## src/design/sat_pkg.sv

```systemverilog
// Shared types, constants and helpers for the section address translator.
`default_nettype none

package sat_pkg;

  // Table depth and widths
  localparam int unsigned MAX_SECTIONS = 16;
  localparam int unsigned ADDR_W       = 32;
  localparam int unsigned IDX_W        = 4;
  localparam int unsigned COUNT_W      = 5;
  localparam int unsigned CFG_IDX_W    = 2;
  // Width for comparing slot numbers, counts and entry indexes (covers up to 255 cells)
  localparam int unsigned CMP_W        = 8;

  // Register reset values
  localparam logic [ADDR_W-1:0]  IMAGE_BASE_RST    = 32'h0040_0000;
  localparam logic [ADDR_W-1:0]  SECTION_ALIGN_RST = 32'h0000_1000;
  localparam logic [COUNT_W-1:0] SECTION_COUNT_RST = '0;

  // Operation codes carried by an input word
  typedef enum logic {
    OP_WRITE = 1'b0,
    OP_XLATE = 1'b1
  } op_t;

  // Configuration register indexes
  typedef enum logic [CFG_IDX_W-1:0] {
    REG_IMAGE_BASE    = 2'd0,
    REG_SECTION_ALIGN = 2'd1,
    REG_SECTION_COUNT = 2'd2
  } reg_idx_t;

  // Word travelling down the cell chain
  typedef struct packed {
    logic              valid;
    op_t               op;
    logic [IDX_W-1:0]  idx;
    logic [ADDR_W-1:0] start;
    logic [ADDR_W-1:0] size;
    logic [ADDR_W-1:0] raw;
    logic [ADDR_W-1:0] rel;
    logic              found;
    logic [ADDR_W-1:0] result;
  } item_t;

  // Round a region size up to the alignment, wrapping at 32 bits
  function automatic logic [ADDR_W-1:0] aligned_size(input logic [ADDR_W-1:0] size,
                                                     input logic [ADDR_W-1:0] align);
    logic [ADDR_W-1:0] m;
    m = align - 1'b1;
    if ((size & m) == '0) begin
      return size;
    end
    return (size & ~m) + align;
  endfunction

endpackage

`default_nettype wire

```

## src/design/sat_cell.sv

```systemverilog
// One table slot of the translator chain: holds a region and tests passing words against it.
`default_nettype none

module sat_cell
  import sat_pkg::*;
(
  input  wire logic               clk,
  input  wire logic               rst_n,
  input  wire logic               advance,
  input  wire logic [CMP_W-1:0]   cell_idx,
  input  wire logic [COUNT_W-1:0] section_count,
  input  wire logic [ADDR_W-1:0]  section_align,
  input  wire item_t              item_in,
  output item_t                   item_out
);

  logic [ADDR_W-1:0] start_r;
  logic [ADDR_W-1:0] size_r;
  logic [ADDR_W-1:0] aligned_r;
  logic [ADDR_W-1:0] delta_r;
  item_t             item_r;
  item_t             item_nxt;

  logic              wr_hit;
  logic              active;
  logic [ADDR_W:0]   end_sum;
  logic              in_range;
  logic              take;

  // Decode a write aimed at this slot and whether the slot is searched
  assign wr_hit = item_in.valid && (item_in.op == OP_WRITE) &&
                  (CMP_W'(item_in.idx) == cell_idx);
  assign active = CMP_W'(section_count) > cell_idx;

  // Range test: a region whose end wraps never matches
  assign end_sum  = {1'b0, start_r} + {1'b0, aligned_r};
  assign in_range = (item_in.rel >= start_r) && !end_sum[ADDR_W] &&
                    (item_in.rel < end_sum[ADDR_W-1:0]);

  assign take = item_in.valid && (item_in.op == OP_XLATE) && !item_in.found &&
                active && in_range;

  // Claim the word on the first matching slot
  always_comb begin
    item_nxt = item_in;
    if (take) begin
      item_nxt.found  = 1'b1;
      item_nxt.result = item_in.rel + delta_r;
    end
  end

  // Load the region entry
  always_ff @(posedge clk) begin
    if (advance && wr_hit) begin
      start_r <= item_in.start;
      size_r  <= item_in.size;
      delta_r <= item_in.raw - item_in.start;
    end
  end

  // Keep the aligned size current with the entry and the alignment register
  always_ff @(posedge clk) begin
    if (advance && wr_hit) begin
      aligned_r <= aligned_size(item_in.size, section_align);
    end else begin
      aligned_r <= aligned_size(size_r, section_align);
    end
  end

  // Hand the word to the next slot
  always_ff @(posedge clk) begin
    if (!rst_n) begin
      item_r.valid <= 1'b0;
    end else if (advance) begin
      item_r <= item_nxt;
    end
  end

  assign item_out = item_r;

endmodule

`default_nettype wire

```

## config.mk

```make
export PLATFORM = sky130hd
export DESIGN_NAME = sat_cell
export DESIGN_NICKNAME = d
export VERILOG_FILES = /design/src/design/sat_pkg.sv /design/src/design/sat_cell.sv
export SDC_FILE = /design/constraint.sdc
export NUM_CORES = 1
export LEC_CHECK = 0
export ABC_AREA = 1
export BUFFER_PORTS_ARGS = -buffer_cell sky130_fd_sc_hd__buf_2
export CELL_PAD_IN_SITES_DETAIL_PLACEMENT = 1
export CELL_PAD_IN_SITES_GLOBAL_PLACEMENT = 1
export CORE_MARGIN = 2
export CORE_UTILIZATION = 45
export DETAILED_ROUTE_END_ITERATION = 8
export HOLD_SLACK_MARGIN = 0.06
export PLACE_DENSITY = 0.95
export SYNTH_ARGS = -nofsm -noshare
export SYNTH_HDL_FRONTEND = slang
export SYNTH_SLANG_ARGS = --single-unit
```

## constraint.sdc

```tcl
create_clock -name clk -period 8.7 [get_ports clk]
set_clock_uncertainty 0.2 [all_clocks]
set_input_delay 2.175 -clock clk [delete_from_list [all_inputs] [get_ports clk]]
set_output_delay 2.175 -clock clk [all_outputs]
set_load 0.02 [all_outputs]
```

==> impl_results.md <==
- Worst rel slew slack: 29.3%
- Sum of negative setup slack: 0 ns
- Max Cap Viol: 0
- Global-route wire length before repair: 151000 µm
- Horizontal die dimension: 234 µm
- Effective utilization at floorplan: 45.5%
- Async S/R FF share, synth: 0%
- Data arrival time of the worst path: 6.05 ns
- Unrepaired setup endpoints after global routing: no
- Worst Setup Slack, final: 2.69 ns
- Total nets after synthesis: 3672
- Layout area overhead: 16.0%
- Static leakage power: 13.5 nW
- Number of cells on the worst reg-to-reg path: 24
- Combinational share of power: 20.3%
- Worst slack after detailed placement: 2.49 ns
- Switching share of power: 31.6%
- Clock buffers created by TritonCTS: 37
- Final cell area excluding filler cells: 27700 µm²
- Overflow left after global routing: 0
- Die Height: 234 µm
- Wirelength, routed: 102000 µm
- Final RePlAce weighted congestion: 0.988
- Total count of hold-check failures in the final report: 0
- Final nets: 4045
- Ratio of routed vias to standard cells: 5.78
- Number of antenna violations at the first check in global routing: 11
- Final ANT Viol Nets: 0
- Number of I/O pins: 382
- Post-synth EDFFs: 262
- Post-CTS Hold Fix Bufs: 0
- Final Non-Filler Cells: 4386
- FMAX: 166 MHz
- DPL Wire Length: 80600 µm
- Nature of the critical path endpoint: flip-flop
- Transition time of the tightest slew-check pin: 1.06 ns
- Iteration count of the initial detailed-routing pass: 5
- Die Area: 54900 µm²
- Type of the setup path with the least slack: reg2reg
- Post-layout minimum cycle time: 6.01 ns
- CTS H-tree depth: 2
- Number of sinks on the clock net: 295
- Clock network fraction of total power: 40.2%
- Number of pins with negative max-slew slack in the final report: 0
- Mean routed wirelength per cell: 23.2 µm
- Remaining design rule violation count: 0
- Number of setup violations in the final report: 0
- Average footprint of a synthesized cell: 7.27 µm²
- Share of layout cells above drive strength 1: 13.3%
- Total number of vias: 25.3k
- Power Internal: 2.83 mW
- Placement-stage cell area: 26400 µm²
- Buffer depth of the longest clock path: 3
- Sequential fraction of design power: 39.6%
- Power per standard cell area: 149 nW/µm²
- Maximum number of pins on one net before global-route repair: 79
- TritonCTS clock tree: done
- Synth Register Bits: 295
- Min-delay worst type: reg2reg
- Worst voltage drop across the vdd grid: 0.114 mV
- Clock transition at the registers of the reported paths: 0.06 ns
- Core area: 52600 µm²
- CTS root buffer: clkbuf_16
- Resized Gates After CTS: 0
- GRT Total Usage: 36.5%
- Count of synthesis-stage warnings from yosys: 0
- Number of core rows: 84
- Power consumption: 4.14 mW
- Synth unique cells: 50
- Number of I/O port buffers: 381
- Post-CTS Setup Inserts: 0
- P_sw: 1.31 mW
- Post-placement cell count: 4307
- Crit share post-route: 69.1%
- Launching element type of the critical path: flip-flop
- Outcome: completed
- Post-Syn Area: 23900 µm²
- Number of design-rule violations left by the first detailed-router iteration: 2361
- Sequential cell area fraction in the yosys report: 35.7%
- Worst hold stages: 2
- Top fanout value on the critical path: 62
- Clock latency of the later-clocked register in the worst-skew pair: 0.58 ns
- Post-synthesis instance total: 3285
- Most used flip-flop cell after synthesis: edfxtp_1
- Vias in the first global route: 26.4k
- CP required: 8.73 ns
state kept, by name, summed over array words and instances (netlist names):
name and flops:
aligned_r 32, delta_r 32, item_out 167, size_r 32, start_r 32
critical path, cell delays in order, from the launching register on:
cell     delay, ns
dfxtp_1       0.39
ha_1          0.20
inv_1         0.06
fa_1          0.40
o21ai_0       0.32
a21oi_1       0.16
o21ai_0       0.44
a21oi_1       0.25
o21ai_0       0.56
nand4_1       0.24
nand2_1       0.17
xor2_1        0.08
ha_1          0.28
nand2_1       0.07
inv_1         0.11
nand3_1       0.08
nor3_1        0.18
inv_1         0.09
nor4_1        0.18
nand2_1       0.13
nand2_1       0.08
nor2_1        0.07
nand2_2       0.06
buf_4         0.47
o21ai_0       0.35
synth_stat cells (5+ instances only):
master	instances	area share, %
a31oi_1	24	0.63
o21ai_0	163	3.4
o21a_1	16	0.50
a21boi_0	14	0.44
a21o_1	11	0.35
inv_1	461	7.2
a21oi_1	200	4.2
dfxtp_1	33	2.8
edfxtp_1	262	33
nand2_2	6	0.16
nor2_2	10	0.26
buf_6	7	0.33
nor2_1	359	5.6
o21bai_1	25	0.79
o211ai_1	8	0.25
nand4_1	62	1.6
clkbuf_1	24	0.38
nand3b_1	17	0.53
nand3_1	233	4.9
nor3_1	42	0.88
nor2_4	12	0.57
xor2_1	96	3.5
buf_4	7	0.22
buf_2	17	0.36
xnor2_1	52	1.9
nand2_1	876	14
nand3_2	5	0.21
o21ai_1	19	0.40
ha_1	169	8.9
o2111ai_1	6	0.22
placed cells by master (no fill, tap or decap), drive strengths merged, types with 6 or more instances in the layout:
| cell type | n |
|---|---|
| nand3b | 17 |
| a21boi | 14 |
| o21a | 16 |
| o2111ai | 6 |
| a21oi | 200 |
| dfxtp | 33 |
| a21o | 11 |
| xnor2 | 52 |
| diode | 11 |
| nand4 | 62 |
| nand3 | 238 |
| a31oi | 24 |
| inv | 465 |
| buf | 389 |
| nor2 | 383 |
| ha | 169 |
| clkinv | 12 |
| clkbuf | 48 |
| nor3 | 43 |
| nand2 | 884 |
| edfxtp | 262 |
| o21ai | 183 |
| xor2 | 96 |
| o211ai | 8 |
| o21bai | 25 |
kinds of logic (layout without fill, tap and decap cells):
family                     Yosys count  after routing  synth area share [%]
and+or+nand+nor                   1643           1643                  29.2
buffers and inverters              518            920                  8.56
AOI/OAI and AO/OA                  509            509                  12.0
DFF                                295            295                  35.7
adders and majority gates          172            172                  9.10
xor gates and xnor gates           148            148                  5.43
other                                0             11                     0
routing by layer:
layer	vias up	track usage (%)	share of wire, %
li1	11700	-	-
met1	12100	42.2	38
met2	1216	62.9	48
met3	354	6.36	7.6
met4	2	22.6	6.5
met5	-	0	0.017
power groups by stage:
stage | Combinational (mW) | Clock (mW) | Sequential (mW)
2_1_floorplan | 0.423 | 0 | 1.73
6_report | 0.838 | 1.66 | 1.64
4_1_cts | 0.821 | 1.66 | 1.64
5_1_grt | 0.904 | 1.71 | 1.64
3_5_place_dp | 0.800 | 0 | 1.67
3_3_place_gp | 0.759 | 0 | 1.66
cell type report:
cell class | count | area [µm²]
Timing Repair Buffer | 389 | 1970
Clock buffer | 48 | 1020
Multi-Input combinational cell | 2472 | 13300
Fill cell | 6842 | 24900
Tap cell | 688 | 861
Inverter | 463 | 1740
Antenna cell | 11 | 27.5
Clock inverter | 20 | 228
Sequential cell | 295 | 8530
through the flow:
stage | hold slack, ns | util [%]
2_1_floorplan | 0.344 | -
3_3_place_gp | 0.264 | 50.3
3_5_place_dp | 0.274 | 50.3
4_1_cts | 0.286 | 52.6
5_1_grt | 0.317 | 52.7
6_report | 0.278 | 52.7
path summary, 6_finish.rpt:
check / from / end / slack [ns]
worst max-delay path: aligned_r[0] / item_out[9] / 2.69
worst min-delay path: item_out[166] / item_out[166] / 0.28
worst max register to register: aligned_r[0] / item_out[9] / 2.69
worst min register to register: item_out[166] / item_out[166] / 0.28
Power figures use the tool's default switching activity.
